==> src/rtl/btlv_pkg.sv <==
// Shared types and constants for the BER-TLV stream deframer.
// Request and result item structs, result kinds and length-byte codes.
// No dependencies.
package btlv_pkg;

   typedef enum logic [1:0] {
      KIND_VALUE   = 2'd0,
      KIND_EMPTY   = 2'd1,
      KIND_BAD_LEN = 2'd2,
      KIND_TRUNC   = 2'd3
   } kind_type;

   typedef struct packed {
      logic [7:0] data_byte;
      logic       buffer_end;
   } req_type;

   typedef struct packed {
      kind_type    kind;
      logic [15:0] tag_value;
      logic        tag_is_two_bytes;
      logic [15:0] element_length;
      logic        value_packed;
      logic [7:0]  value_byte;
      logic        element_last;
   } rsp_type;

   localparam logic [4:0] TAG_EXT_CODE = 5'h1F;
   localparam logic [7:0] LEN_LONG_ONE = 8'h81;
   localparam logic [7:0] LEN_LONG_TWO = 8'h82;

endpackage

==> src/rtl/ber_tlv_stream_deframer.sv <==
// Top level of the BER-TLV stream deframer.
// Instantiates btlv_parse and holds the result register; depends on btlv_pkg.
//
// Usage:
//   req_valid/req_ready/req_item carry one buffer byte per item, with
//   buffer_end marking the final byte of a buffer. rsp_valid/rsp_ready/rsp_item
//   carry at most one result per byte: a value byte with its element's tag,
//   length and packed flag, an empty-element marker, a bad-length marker or a
//   truncation marker.
//   Output: a result appears on rsp_ in the cycle after the byte that causes it
//   is accepted. Throughput: one byte per cycle unless a held result stalls;
//   parse state and result are updated in the same cycle as the byte is taken.
//   Stall: a held result keeps req_ready low only while rsp_ready is low;
//   when rsp_ready is high the next byte is taken in the same cycle as the
//   result leaves, so a full stream runs at one byte per clock.
//   Reset: synchronous, active high; clears the result valid flag and returns
//   the parser to expecting the first tag byte with tag, length and count zero.
module ber_tlv_stream_deframer
   import btlv_pkg::*;
(
   input  logic    clock,
   input  logic    reset,
   input  logic    req_valid,
   output logic    req_ready,
   input  req_type req_item,
   output logic    rsp_valid,
   input  logic    rsp_ready,
   output rsp_type rsp_item
);

   logic    accept;
   logic    step_valid;
   rsp_type step_item;
   logic    rsp_valid_ff, rsp_valid_in;
   rsp_type rsp_item_ff;

   assign req_ready = !rsp_valid_ff || rsp_ready;
   assign accept    = req_valid && req_ready;

   btlv_parse u_parse (
      .clock        (clock),
      .reset        (reset),
      .step_en      (accept),
      .step_item    (req_item),
      .result_valid (step_valid),
      .result_item  (step_item)
   );

   // load on accept; otherwise hold until taken
   assign rsp_valid_in = accept ? step_valid : (rsp_valid_ff && !rsp_ready);

   always_ff @(posedge clock) begin
      if (reset) begin
         rsp_valid_ff <= 1'b0;
      end else begin
         rsp_valid_ff <= rsp_valid_in;
      end
   end

   always_ff @(posedge clock) begin
      if (accept && step_valid) begin
         rsp_item_ff <= step_item;
      end
   end

   assign rsp_valid = rsp_valid_ff;
   assign rsp_item  = rsp_item_ff;

   property p_result_registered;
      @(posedge clock) disable iff (reset)
         accept && step_valid |=> rsp_valid_ff;
   endproperty
   a_result_registered: assert property (p_result_registered)
      else $error("accepted byte with a result did not present it");

   property p_marker_fields;
      @(posedge clock) disable iff (reset)
         rsp_valid_ff && rsp_item_ff.kind != KIND_VALUE
            |-> rsp_item_ff.element_last && rsp_item_ff.value_byte == 8'd0;
   endproperty
   a_marker_fields: assert property (p_marker_fields)
      else $error("marker result carries a value byte or lacks element_last");

   property p_empty_length;
      @(posedge clock) disable iff (reset)
         rsp_valid_ff && rsp_item_ff.kind == KIND_EMPTY
            |-> rsp_item_ff.element_length == 16'd0;
   endproperty
   a_empty_length: assert property (p_empty_length)
      else $error("empty element reported with nonzero length");

   property p_no_result_no_valid;
      @(posedge clock) disable iff (reset)
         accept && !step_valid |=> !rsp_valid_ff;
   endproperty
   a_no_result_no_valid: assert property (p_no_result_no_valid)
      else $error("byte without a result produced an output item");

endmodule

==> src/rtl/btlv_parse.sv <==
// Parse state machine of the BER-TLV deframer: one byte per step.
// Holds phase, tag, length and value countdown; forms the result item combinationally.
// Depends on btlv_pkg.
module btlv_parse
   import btlv_pkg::*;
(
   input  logic    clock,
   input  logic    reset,
   input  logic    step_en,
   input  req_type step_item,
   output logic    result_valid,
   output rsp_type result_item
);

   typedef enum logic [2:0] {
      PH_TAG1, PH_TAG2, PH_LEN1, PH_L81, PH_L82H, PH_L82L, PH_VALUE, PH_WAIT
   } phase_type;

   phase_type   phase_ff, phase_in;
   logic [15:0] tag_ff, tag_in;
   logic        two_ff, two_in;
   logic [15:0] len_ff, len_in;
   logic        packed_ff, packed_in;
   logic [15:0] left_ff, left_in;

   logic [7:0]  b;
   logic        last_byte;
   logic        len_done;
   logic        chk_end;
   logic [15:0] left_next;
   logic [16:0] len_inc;
   kind_type    kind;
   logic [7:0]  vbyte;
   logic        elast;

   assign b         = step_item.data_byte;
   assign last_byte = step_item.buffer_end;
   assign left_next = (left_ff == 16'd0) ? 16'd0 : left_ff - 16'd1;
   assign len_inc   = {1'b0, len_in} + 17'd1;

   always_comb begin
      phase_in     = phase_ff;
      tag_in       = tag_ff;
      two_in       = two_ff;
      len_in       = len_ff;
      packed_in    = packed_ff;
      left_in      = left_ff;
      result_valid = 1'b0;
      kind         = KIND_VALUE;
      vbyte        = 8'd0;
      elast        = 1'b0;
      len_done     = 1'b0;
      chk_end      = 1'b0;

      unique case (phase_ff)
         PH_TAG1: begin
            tag_in    = {8'd0, b};
            two_in    = 1'b0;
            len_in    = 16'd0;
            packed_in = 1'b0;
            left_in   = 16'd0;
            phase_in  = (b[4:0] == TAG_EXT_CODE) ? PH_TAG2 : PH_LEN1;
            chk_end   = 1'b1;
         end
         PH_TAG2: begin
            tag_in   = {tag_ff[7:0], b};
            two_in   = 1'b1;
            phase_in = PH_LEN1;
            chk_end  = 1'b1;
         end
         PH_LEN1: begin
            if (!b[7]) begin
               len_in    = {8'd0, b};
               packed_in = 1'b0;
               len_done  = 1'b1;
            end else if (b == LEN_LONG_ONE) begin
               packed_in = 1'b1;
               phase_in  = PH_L81;
               chk_end   = 1'b1;
            end else if (b == LEN_LONG_TWO) begin
               packed_in = 1'b1;
               phase_in  = PH_L82H;
               chk_end   = 1'b1;
            end else begin
               // bad length byte: report once, then skip to end of buffer
               result_valid = 1'b1;
               kind         = KIND_BAD_LEN;
               elast        = 1'b1;
               phase_in     = last_byte ? PH_TAG1 : PH_WAIT;
            end
         end
         PH_L81: begin
            len_in   = {8'd0, b};
            len_done = 1'b1;
         end
         PH_L82H: begin
            len_in   = {b, 8'd0};
            phase_in = PH_L82L;
            chk_end  = 1'b1;
         end
         PH_L82L: begin
            len_in   = {len_ff[15:8], b};
            len_done = 1'b1;
         end
         PH_VALUE: begin
            left_in      = left_next;
            result_valid = 1'b1;
            if (left_next == 16'd0) begin
               phase_in = PH_TAG1;
               vbyte    = b;
               elast    = 1'b1;
            end else if (last_byte) begin
               phase_in = PH_TAG1;
               kind     = KIND_TRUNC;
               elast    = 1'b1;
            end else begin
               vbyte = b;
            end
         end
         PH_WAIT: begin
            if (last_byte) phase_in = PH_TAG1;
         end
      endcase

      if (len_done) begin
         // packed BCD: digit count rounds up to whole bytes
         left_in = packed_in ? len_inc[16:1] : len_in;
         if (len_in == 16'd0) begin
            phase_in     = PH_TAG1;
            result_valid = 1'b1;
            kind         = KIND_EMPTY;
            elast        = 1'b1;
         end else if (last_byte) begin
            phase_in     = PH_TAG1;
            result_valid = 1'b1;
            kind         = KIND_TRUNC;
            elast        = 1'b1;
         end else begin
            phase_in = PH_VALUE;
         end
      end

      if (chk_end && last_byte) begin
         phase_in     = PH_TAG1;
         result_valid = 1'b1;
         kind         = KIND_TRUNC;
         elast        = 1'b1;
      end
   end

   always_comb begin
      result_item.kind             = kind;
      result_item.tag_value        = tag_in;
      result_item.tag_is_two_bytes = two_in;
      result_item.element_length   = len_in;
      result_item.value_packed     = packed_in;
      result_item.value_byte       = vbyte;
      result_item.element_last     = elast;
   end

   always_ff @(posedge clock) begin
      if (reset) begin
         phase_ff  <= PH_TAG1;
         tag_ff    <= 16'd0;
         two_ff    <= 1'b0;
         len_ff    <= 16'd0;
         packed_ff <= 1'b0;
         left_ff   <= 16'd0;
      end else if (step_en) begin
         phase_ff  <= phase_in;
         tag_ff    <= tag_in;
         two_ff    <= two_in;
         len_ff    <= len_in;
         packed_ff <= packed_in;
         left_ff   <= left_in;
      end
   end

   property p_value_phase_counts;
      @(posedge clock) disable iff (reset)
         phase_ff == PH_VALUE |-> left_ff != 16'd0;
   endproperty
   a_value_phase_counts: assert property (p_value_phase_counts)
      else $error("value phase entered with no bytes left");

endmodule
==> config.mk <==
export PLATFORM = sky130hd
export DESIGN_NAME = ber_tlv_stream_deframer
export DESIGN_NICKNAME = d
export VERILOG_FILES = /design/src/rtl/btlv_pkg.sv /design/src/rtl/ber_tlv_stream_deframer.sv /design/src/rtl/btlv_parse.sv
export SDC_FILE = /design/constraint.sdc
export NUM_CORES = 1
export LEC_CHECK = 0
export ABC_AREA = 1
export ABC_CLOCK_PERIOD_IN_PS = 3600
export BUFFER_PORTS_ARGS = -buffer_cell sky130_fd_sc_hd__buf_2
export CORE_ASPECT_RATIO = 0.5
export CORE_MARGIN = 1.5
export CORE_UTILIZATION = 61
export CTS_BUF_LIST = sky130_fd_sc_hd__clkbuf_4 sky130_fd_sc_hd__clkbuf_8
export CTS_CLUSTER_SIZE = 28
export DETAILED_ROUTE_END_ITERATION = 10
export PLACE_DENSITY = 0.82
export SYNTH_ARGS = -nofsm -noshare
export SYNTH_HDL_FRONTEND = slang
export SYNTH_SLANG_ARGS = --single-unit
export TNS_END_PERCENT = 10
==> constraint.sdc <==
create_clock -name clock -period 3.6 [get_ports clock]
set_clock_uncertainty 0.1 [all_clocks]
set_input_delay 0.36 -clock clock [delete_from_list [all_inputs] [get_ports clock]]
set_output_delay 0.36 -clock clock [all_outputs]
set_load 0.03 [all_outputs]
==> results of run 1 <==
cell type report:
type	count	area share, %
clock inverter	6	0.7842
clock buffer	10	2.111
sequential	99	39.09
multi-input combinational	519	41.91
inverter	130	7.842
tap	117	2.353
timing repair buffer	67	5.912
registers in the layout, summed over array words and instances (netlist names):
signal             count
u_parse.packed_ff      1
u_parse.len_ff        16
u_parse.phase_ff       3
u_parse.tag_ff        16
rsp_valid              1
u_parse.two_ff         1
u_parse.left_ff       16
rsp_item              45
layer usage:
| metal | up-vias | wire length (um) | track usage [%] |
|---|---|---|---|
| met5 | - | 0 | 0 |
| met4 | 0 | 316 | 9.606 |
| met3 | 30 | 1295 | 7.786 |
| met2 | 225 | 6323 | 45.87 |
| met1 | 2444 | 6492 | 41.71 |
| li1 | 2657 | - | - |
cells in the mapped netlist, types with 4 or more instances:
library cell | instances | share of area [%]
nand3b_1 | 5 | 0.67
nand2_1 | 155 | 10
nor3_1 | 10 | 0.89
xor2_1 | 6 | 0.93
edfxtp_1 | 45 | 24
nand4_1 | 13 | 1.4
o21ai_0 | 67 | 6.0
o211ai_1 | 12 | 1.6
o22ai_1 | 10 | 1.1
inv_2 | 4 | 0.27
a31oi_1 | 7 | 0.78
a21oi_1 | 58 | 5.2
ha_1 | 4 | 0.89
nand3_1 | 51 | 4.5
nor2_1 | 75 | 5.0
nand2_2 | 9 | 1.0
o21ai_2 | 5 | 0.78
nor2_4 | 4 | 0.80
inv_1 | 124 | 8.3
dfxtp_1 | 54 | 19
clkbuf_1 | 24 | 1.6
kinds of logic (layout without fill, tap and decap cells):
group | count (synthesis) | after routing | synth area share, %
buffers and inverters | 156 | 213 | 10.55
DFF | 99 | 99 | 43.17
xor gates and xnor gates | 6 | 6 | 0.9327
and+or+nand+nor | 336 | 336 | 27.00
AOI/OAI and AO/OA | 173 | 173 | 17.45
adders and majority gates | 4 | 4 | 0.8883
worst max-delay path: cells and delay by family (launching register included):
kind	cells	cell delay, ns
and+or+nand+nor	8	0.75
adders and majority gates	1	0.21
AOI/OAI and AO/OA	2	0.55
buffers and inverters	6	0.90
DFF	1	0.40
final timing paths:
kind | slack [ns] | cells past startpoint | to
max | 0.39 | 17 | rsp_item[4]
max reg2reg | 0.39 | 17 | rsp_item[4]
min reg2reg | 0.42 | 2 | u_parse.len_ff[0]
min | 0.26 | 4 | rsp_valid
power groups by stage:
stage          registers (W)  logic, W  clock network [W]
5_1_grt              0.00135  0.000886           0.000732
6_report             0.00134  0.000802           0.000678
3_3_place_gp         0.00137  0.000771                  0
2_1_floorplan        0.00146  0.000489                  0
4_1_cts              0.00134  0.000792           0.000685
3_5_place_dp         0.00137  0.000789                  0
through the flow:
stage	setup slack (ns)	utilization, %	power (W)	hold WS (ns)
global placement	0.5897	68.44	0.002136	0.3827
global route	0.1519	70.48	0.002973	0.2650
CTS	0.4417	70.48	0.002819	0.2461
detailed placement	0.4451	68.44	0.002154	0.3927
finish	0.3946	70.48	0.002824	0.2559
floorplan	0.3158	-	0.001947	0.3676
==> summary.txt, run 1 <==
post-synth net total: 791
Max Clock Freq: 312.0 MHz
Hold Path Class: input port to register
Routed Antenna Nets: 0
Max Cap Viol: 0
register area: 2432 um2
share of cells above drive strength 1: 14.44%
wire per inst: 15.22 um
Worst VDD drop: 0.2997 mV
Initial DRC Count: 459
sequential cell area fraction in the yosys report: 43.17%
Synth-to-Final Area Change: 10.44%
total internal power: 0.001782 W
# setup viols final: 0
synthesized area per cell: 7.279 um2
Clock power frac: 24.0%
Pre-antenna DRT Iters: 5
Worst-Margin Slew: 0.9082 ns
Switch Pwr: 0.001043 W
# placed instances: 932
most frequent cells in the layout: nand2_1 (155), inv_1 (123), nor2_1 (75), o21ai_0 (67), buf_2 (59)
fin crit share: 89.04%
crit-path cells: inv_2 > nand2_2 > nor2_4 > inv_2 > o21ai_4 > inv_2 > o21ai_2 > inv_1 > ha_1 > nand2_1 > nand3b_1 > nor2_1 > nand2_1 > nand4_1 > nand2_1 > clkinv_1 > buf_12
# hold bufs at CTS: 0
power density cells: 453.9 nW/um2
YS warnings: 0
H-tree levels: 3
Setup Fix Bufs, Post-CTS: 0
Initial Util: 63.82%
CTS Root Cell: clkbuf_8
area of the multi-input gates: 2608 um2
status: completed
register bit count reported by yosys: 99
largest net degree at the start of global routing: 38
min-delay src: rsp_ready
post-CTS sizing: 0
die area: 9857 um2
Syn Std Cell Area: 5634 um2
setup TNS: 0 ns
clock latency on the worst-skew pair: 0.39 ns
antenna violations before repair: 0
Chip Height: 70.96 um
Post-Syn Instances: 774
Max Root-Sink Buffers: 2
CP endpoint kind: register
Final Max Slew Viols: 0
RSZ-0062 raised after global routing: false
CP max stage delay: 0.40 ns
Via density: 5.650
Filler Cells Inserted: 775
nets: 843
ys flop type: dfxtp_1
sequential power share: 47.6%
Worst-path clk slew: 0.10 ns
Placeable Area: 8828 um2
drt drc: 0
Sw Share: 36.92%
Via Count: 5356
post-layout minimum cycle time: 3.205 ns
Lkg Pwr: 2.808 nW
cell area after layout: 6222 um2
worst r2r src: u_parse.phase_ff[0]
Post-DP Area: 6042 um2
Max-slew headroom: 39.39%
Slowest cell on crit path: dfxtp_1
Num CTS Buffers: 9
final WL: 14430 um
DP Wirelength: 10400 um
ANT cells: 0
Worst Path Required: 3.63 ns
Total GRT Usage: 29.86%
first-pass GRT wire length: 23130 um
clock tree from TritonCTS: built
GR Overflow Total: 0
clk sinks: 99
Worst EP arrival: 3.24 ns
Layout Cells excl Fill: 948
die width: 138.9 um
row cnt: 24
asr flop ratio synth: 0%
vias in the first global route: 4783
commonest non-fill, non-tap cell in the layout: nand2_1
Post-synth EDFFs: 45
worst-path fanout max: 37
final hold vios: 0
GPL Wtd Cong: 0.9461
I/O Buffers: 59
Ports: 60
Setup Crit Path Kind: register to register
Startpoint Class: register
Worst setup startpoint: u_parse.phase_ff[0]
power share of the combinational group: 28.4%
synth unique cells: 39
No activity file was read; power rests on OpenSTA's default activity.
==> run 2: changes to the inputs <==
--- a/config.mk
+++ b/config.mk
@@ -8,8 +8,7 @@
 export ABC_AREA = 1
 export ABC_CLOCK_PERIOD_IN_PS = 3600
 export BUFFER_PORTS_ARGS = -buffer_cell sky130_fd_sc_hd__buf_2
-export CORE_ASPECT_RATIO = 0.5
-export CORE_MARGIN = 1.5
+export CORE_MARGIN = 2
 export CORE_UTILIZATION = 61
 export CTS_BUF_LIST = sky130_fd_sc_hd__clkbuf_4 sky130_fd_sc_hd__clkbuf_8
 export CTS_CLUSTER_SIZE = 28
==> summary.txt, run 2 (synthesis results as in run 1) <==
status: completed
min-delay src: rsp_ready
antenna violations before repair: 0 (unchanged)
# hold bufs at CTS: 0 (unchanged)
worst-path fanout max: 42 (+14%)
Routed Antenna Nets: 0 (unchanged)
Initial DRC Count: 435 (-5.2%)
Lkg Pwr: 2.830 nW (+0.78%)
Ports: 60 (unchanged)
Num CTS Buffers: 9 (unchanged)
Worst setup startpoint: u_parse.phase_ff[0]
Max-slew headroom: 43.33% (+3.9 points)
Startpoint Class: register
most frequent cells in the layout: nand2_1 (155), inv_1 (123), nor2_1 (75), o21ai_0 (67), buf_2 (59)
GR Overflow Total: 0 (unchanged)
worst r2r src: u_parse.phase_ff[0]
Synth-to-Final Area Change: 11.01%
post-layout minimum cycle time: 3.318 ns (+0.1124 ns)
sequential power share: 45.9% (-1.7 points)
Layout Cells excl Fill: 941 (-0.74%)
first-pass GRT wire length: 24580 um (+6.3%)
Hold Path Class: input port to register
final WL: 15040 um (+4.2%)
Chip Height: 100.1 um (+41%)
max reg flops: 45 (unchanged)
Worst EP arrival: 3.33 ns (+0.09 ns)
Worst-Margin Slew: 0.8492 ns (-0.05898 ns)
Placeable Area: 9109 um2 (+3.2%)
Post-DP Area: 6027 um2 (-0.25%)
die width: 100.1 um (-28%)
Initial Util: 61.85% (-2.0 points)
die area: 10020 um2 (+1.7%)
commonest non-fill, non-tap cell in the layout: nand2_1
Setup Fix Bufs, Post-CTS: 0 (unchanged)
final hold vios: 0 (unchanged)
nets: 842 (-0.12%)
setup TNS: 0 ns (unchanged)
clock latency on the worst-skew pair: 0.38 ns (about the same)
clk sinks: 99 (unchanged)
fin crit share: 92.16% (+3.1 points)
Pre-antenna DRT Iters: 8 (+3)
GPL Wtd Cong: 0.9604 (+1.5%)
clock tree from TritonCTS: built
CTS Root Cell: clkbuf_8
vias in the first global route: 5053 (+5.6%)
Setup Crit Path Kind: register to register
Via Count: 5457 (+1.9%)
Final Total Pwr: 0.002932 W (+3.8%)
# setup viols final: 0 (unchanged)
Worst Path Required: 3.61 ns (-0.02 ns)
row cnt: 35 (+46%)
total internal power: 0.001859 W (+4.3%)
Clock power frac: 26.6% (+2.6 points)
Final Max Slew Viols: 0 (unchanged)
Worst-path clk slew: 0.11 ns (about the same)
Switch Pwr: 0.001073 W (+2.9%)
Worst VDD drop: 0.2596 mV (-13%)
power share of the combinational group: 27.5% (-0.9 points)
DP Wirelength: 11060 um (+6.4%)
Via density: 5.799 (+2.6%)
power density cells: 468.7 nW/um2 (+3.3%)
RSZ-0062 raised after global routing: false
Max Root-Sink Buffers: 2 (unchanged)
Max Cap Viol: 0 (unchanged)
Total GRT Usage: 31.10% (+1.2 points)
CP endpoint kind: register
Max Clock Freq: 301.4 MHz (-3.4%)
ANT cells: 0 (unchanged)
cell area after layout: 6255 um2 (+0.52%)
wire per inst: 15.98 um (+5.0%)
largest net degree at the start of global routing: 44 (+16%)
I/O Buffers: 59 (unchanged)
drt drc: 0 (unchanged)
share of cells above drive strength 1: 14.34% (-0.10 points)
Sw Share: 36.60% (-0.31 points)
H-tree levels: 3 (unchanged)
# placed instances: 925 (-0.75%)
hold slack: 0.1899 ns (-0.06597 ns)
## run 2: repair_timing
item,in CTS,in global routing
hold endpoints to repair,0,0
endpoints found under the setup margin,0,42
gates resized for setup,0,3
## run 2: area by class of cell
class | instances | area [um2]
tap | 111 | 138.9
sequential | 99 | 2432
clock buffer | 9 | 123.9
multi-input combinational | 519 | 2615
clock inverter | 7 | 93.84
fill | 792 | 2854
timing repair buffer | 66 | 360.3
inverter | 130 | 490.5
## run 2: worst max-delay path, cell delays in order, from the launching register on
cell,delay (ns)
dfxtp_1,0.40
inv_2,0.10
nand2_2,0.08
nor2_4,0.21
inv_2,0.12
o21ai_4,0.28
inv_4,0.17
o21ai_4,0.24
inv_1,0.12
ha_1,0.22
nand2_1,0.08
nand3b_1,0.11
nor2_1,0.05
nand2_1,0.11
nand4_1,0.09
nand2_1,0.11
clkinv_1,0.19
buf_12,0.24
## run 2: metal layers
metal	part of all wire, %	global-route usage (%)
met1	42	42.11
met2	45	48.49
met3	8.4	4.875
met4	4.4	16.12
met5	0	0
## run 2: worst paths after layout
| kind | endpoint | slack, ns | cells past startpoint |
|---|---|---|---|
| hold / removal | rsp_valid | 0.19 | 4 |
| setup / recovery | rsp_item[36] | 0.28 | 17 |
| hold reg to reg | u_parse.len_ff[3] | 0.42 | 2 |
| setup reg to reg | rsp_item[36] | 0.28 | 17 |
## run 2: stage by stage
stage	util, %	setup WS, ns
finish	68.67	0.2822
global route	68.67	0.03058
CTS	68.56	0.1975
detailed placement	66.17	0.2536
global placement	66.17	0.5028
floorplan	-	0.3158
## run 2: power groups by stage
stage | logic [W] | registers [W] | clock network [W]
after floorplan | 0.000489 | 0.00146 | 0
after global routing | 0.000896 | 0.00136 | 0.000831
final | 0.000806 | 0.00135 | 0.000779
after global placement | 0.000770 | 0.00137 | 0
after detailed placement | 0.000790 | 0.00137 | 0
after CTS | 0.000794 | 0.00134 | 0.000780
==> run 3: changes to the inputs <==
--- a/config.mk
+++ b/config.mk
@@ -9,11 +9,11 @@
 export ABC_CLOCK_PERIOD_IN_PS = 3600
 export BUFFER_PORTS_ARGS = -buffer_cell sky130_fd_sc_hd__buf_2
 export CORE_MARGIN = 2
-export CORE_UTILIZATION = 61
-export CTS_BUF_LIST = sky130_fd_sc_hd__clkbuf_4 sky130_fd_sc_hd__clkbuf_8
+export CORE_UTILIZATION = 59
+export CTS_BUF_LIST = sky130_fd_sc_hd__clkbuf_16
 export CTS_CLUSTER_SIZE = 28
 export DETAILED_ROUTE_END_ITERATION = 10
-export PLACE_DENSITY = 0.82
+export PLACE_DENSITY = 0.84
 export SYNTH_ARGS = -nofsm -noshare
 export SYNTH_HDL_FRONTEND = slang
 export SYNTH_SLANG_ARGS = --single-unit
==> summary.txt, run 3 (synthesis results as in run 1) <==
ANT cells: 0 (unchanged)
Synth-to-Final Area Change: 12.88%
Worst-path clk slew: 0.08 ns (-0.03 ns)
Final Max Slew Viols: 0 (unchanged)
nets: 844 (+0.24%)
DP Wirelength: 11000 um (-0.56%)
GPL Wtd Cong: 0.9730 (+1.3%)
Placeable Area: 9240 um2 (+1.4%)
Routed Antenna Nets: 0 (unchanged)
commonest non-fill, non-tap cell in the layout: nand2_1
largest net degree at the start of global routing: 46 (+4.5%)
Num CTS Buffers: 9 (unchanged)
CP delay by family, top: buffers and inverters
clock latency on the worst-skew pair: 0.35 ns (-0.03 ns)
worst-path fanout max: 45 (+7.1%)
Slowest cell on crit path: dfxtp_1
# setup viols final: 0 (unchanged)
antenna violations before repair: 0 (unchanged)
Initial Util: 60.97% (-0.88 points)
Via Count: 5514 (+1.0%)
CTS Root Cell: clkbuf_16
CP endpoint kind: register
die area: 10350 um2 (+3.3%)
GR Overflow Total: 0 (unchanged)
Chip Height: 101.7 um (+1.6%)
post-layout minimum cycle time: 3.250 ns (-0.06802 ns)
Setup Crit Path Kind: register to register
row cnt: 35 (unchanged)
final hold vios: 0 (unchanged)
die width: 101.7 um (+1.6%)
share of cells above drive strength 1: 14.54% (+0.21 points)
Worst Path Required: 3.53 ns (-0.08 ns)
first-pass GRT wire length: 24050 um (-2.2%)
Max Cap Viol: 0 (unchanged)
Worst VDD drop: 0.2332 mV (-10%)
Via density: 5.738 (-1.1%)
Initial DRC Count: 640 (+47%)
Max Root-Sink Buffers: 2 (unchanged)
crit-path cells: inv_1 > nand3_1 > nand2_2 > inv_2 > o21ai_4 > inv_2 > o21ai_2 > inv_1 > ha_1 > nand2_1 > nand3b_1 > nor2_1 > nand2_1 > nand4_1 > nand2_1 > inv_1 > buf_12
status: completed
# hold bufs at CTS: 0 (unchanged)
Lkg Pwr: 2.883 nW (+1.9%)
cell area after layout: 6360 um2 (+1.7%)
RSZ-0062 raised after global routing: false
Worst-Margin Slew: 0.8617 ns (+0.01250 ns)
Max Clock Freq: 307.7 MHz (+2.1%)
vias in the first global route: 4956 (-1.9%)
post-CTS sizing: 0 (unchanged)
Setup Fix Bufs, Post-CTS: 0 (unchanged)
I/O Buffers: 59 (unchanged)
Startpoint Class: register
Final Total Pwr: 0.003116 W (+6.3%)
Ports: 60 (unchanged)
Post-DP Area: 6065 um2 (+0.62%)
drt drc: 0 (unchanged)
Buf/Inv on CP: 6 (unchanged)
power density cells: 489.9 nW/um2 (+4.5%)
clock tree from TritonCTS: built
most frequent cells in the layout: nand2_1 (155), inv_1 (124), nor2_1 (75), o21ai_0 (67), buf_2 (59)
clk sinks: 99 (unchanged)
H-tree levels: 3 (unchanged)
setup TNS: 0 ns (unchanged)
Total GRT Usage: 29.95% (-1.1 points)
Hold Path Class: input port to register
fin crit share: 90.27% (-1.9 points)
Layout Utilization: 68.83% (+0.16 points)
wire per inst: 15.72 um (-1.7%)
Pre-antenna DRT Iters: 7 (-1)
CP max stage delay: 0.50 ns (+0.10 ns)
final WL: 15100 um (+0.43%)
max reg flops: 45 (unchanged)
Max-slew headroom: 42.49% (-0.83 points)
Worst EP arrival: 3.18 ns (-0.15 ns)
==> run 3: cell count changes in the layout (fill, tap and decap cells not counted), sizes merged <==
cell      previous run  this run
bufinv               1         0
clkinv               4         6
clkinvlp             1         0
buf                 66        68
==> run 3: path summary, 6_finish.rpt <==
check	end	start	cells after the start	slack, ns
worst min register to register	u_parse.len_ff[14]	u_parse.len_ff[14]	2	0.41
worst max-delay path	rsp_item[24]	u_parse.phase_ff[2]	17	0.35
worst max register to register	rsp_item[24]	u_parse.phase_ff[2]	17	0.35
worst min-delay path	rsp_valid	rsp_ready	4	0.20
==> run 3: cell type report <==
cell class / instances / area [um2]
inverters: 130 / 488.0
multi-input cells: 519 / 2608
clock inverters: 7 / 70.07
clock buffers: 9 / 225.2
repair buffers: 68 / 375.4
fillers: 752 / 2880
well taps: 129 / 161.4
flip-flops and latches: 99 / 2432
==> run 3: layer usage <==
metal / up-vias / share of wire, % / GRT usage (%)
met3: 49 / 8.4 / 6.073
met1: 2530 / 44 / 40.70
met4: 0 / 3.0 / 12.27
met2: 283 / 45 / 46.86
li1: 2652 / - / -
met5: - / 0 / 0
==> run 3: worst register-to-register path, stage by stage (launching register included) <==
cell and delay (ns):
dfxtp_1 0.50, inv_1 0.14, nand3_1 0.11, nand2_2 0.10
inv_2 0.09, o21ai_4 0.09, inv_2 0.34, o21ai_2 0.18
inv_1 0.14, ha_1 0.16, nand2_1 0.05, nand3b_1 0.16
nor2_1 0.12, nand2_1 0.11, nand4_1 0.09, nand2_1 0.07
inv_1 0.11, buf_12 0.24
==> run 3: power breakdown <==
| part | total, W | switching, W | internal (W) |
|---|---|---|---|
| Clock | 0.000959 | 0.000470 | 0.000489 |
| Sequential | 0.00135 | 0.0000538 | 0.00129 |
| Combinational | 0.000812 | 0.000586 | 0.000225 |
| Total | 0.00312 | 0.00111 | 0.00201 |
==> run 3: through the flow <==
step,hold slack (ns),instances,setup slack [ns]
floorplan,0.3676,774,0.3158
global placement,0.3858,945,0.5867
detailed placement,0.3872,945,0.4207
CTS,0.2087,961,0.3889
global route,0.2405,961,0.1664
finish,0.1989,961,0.3502
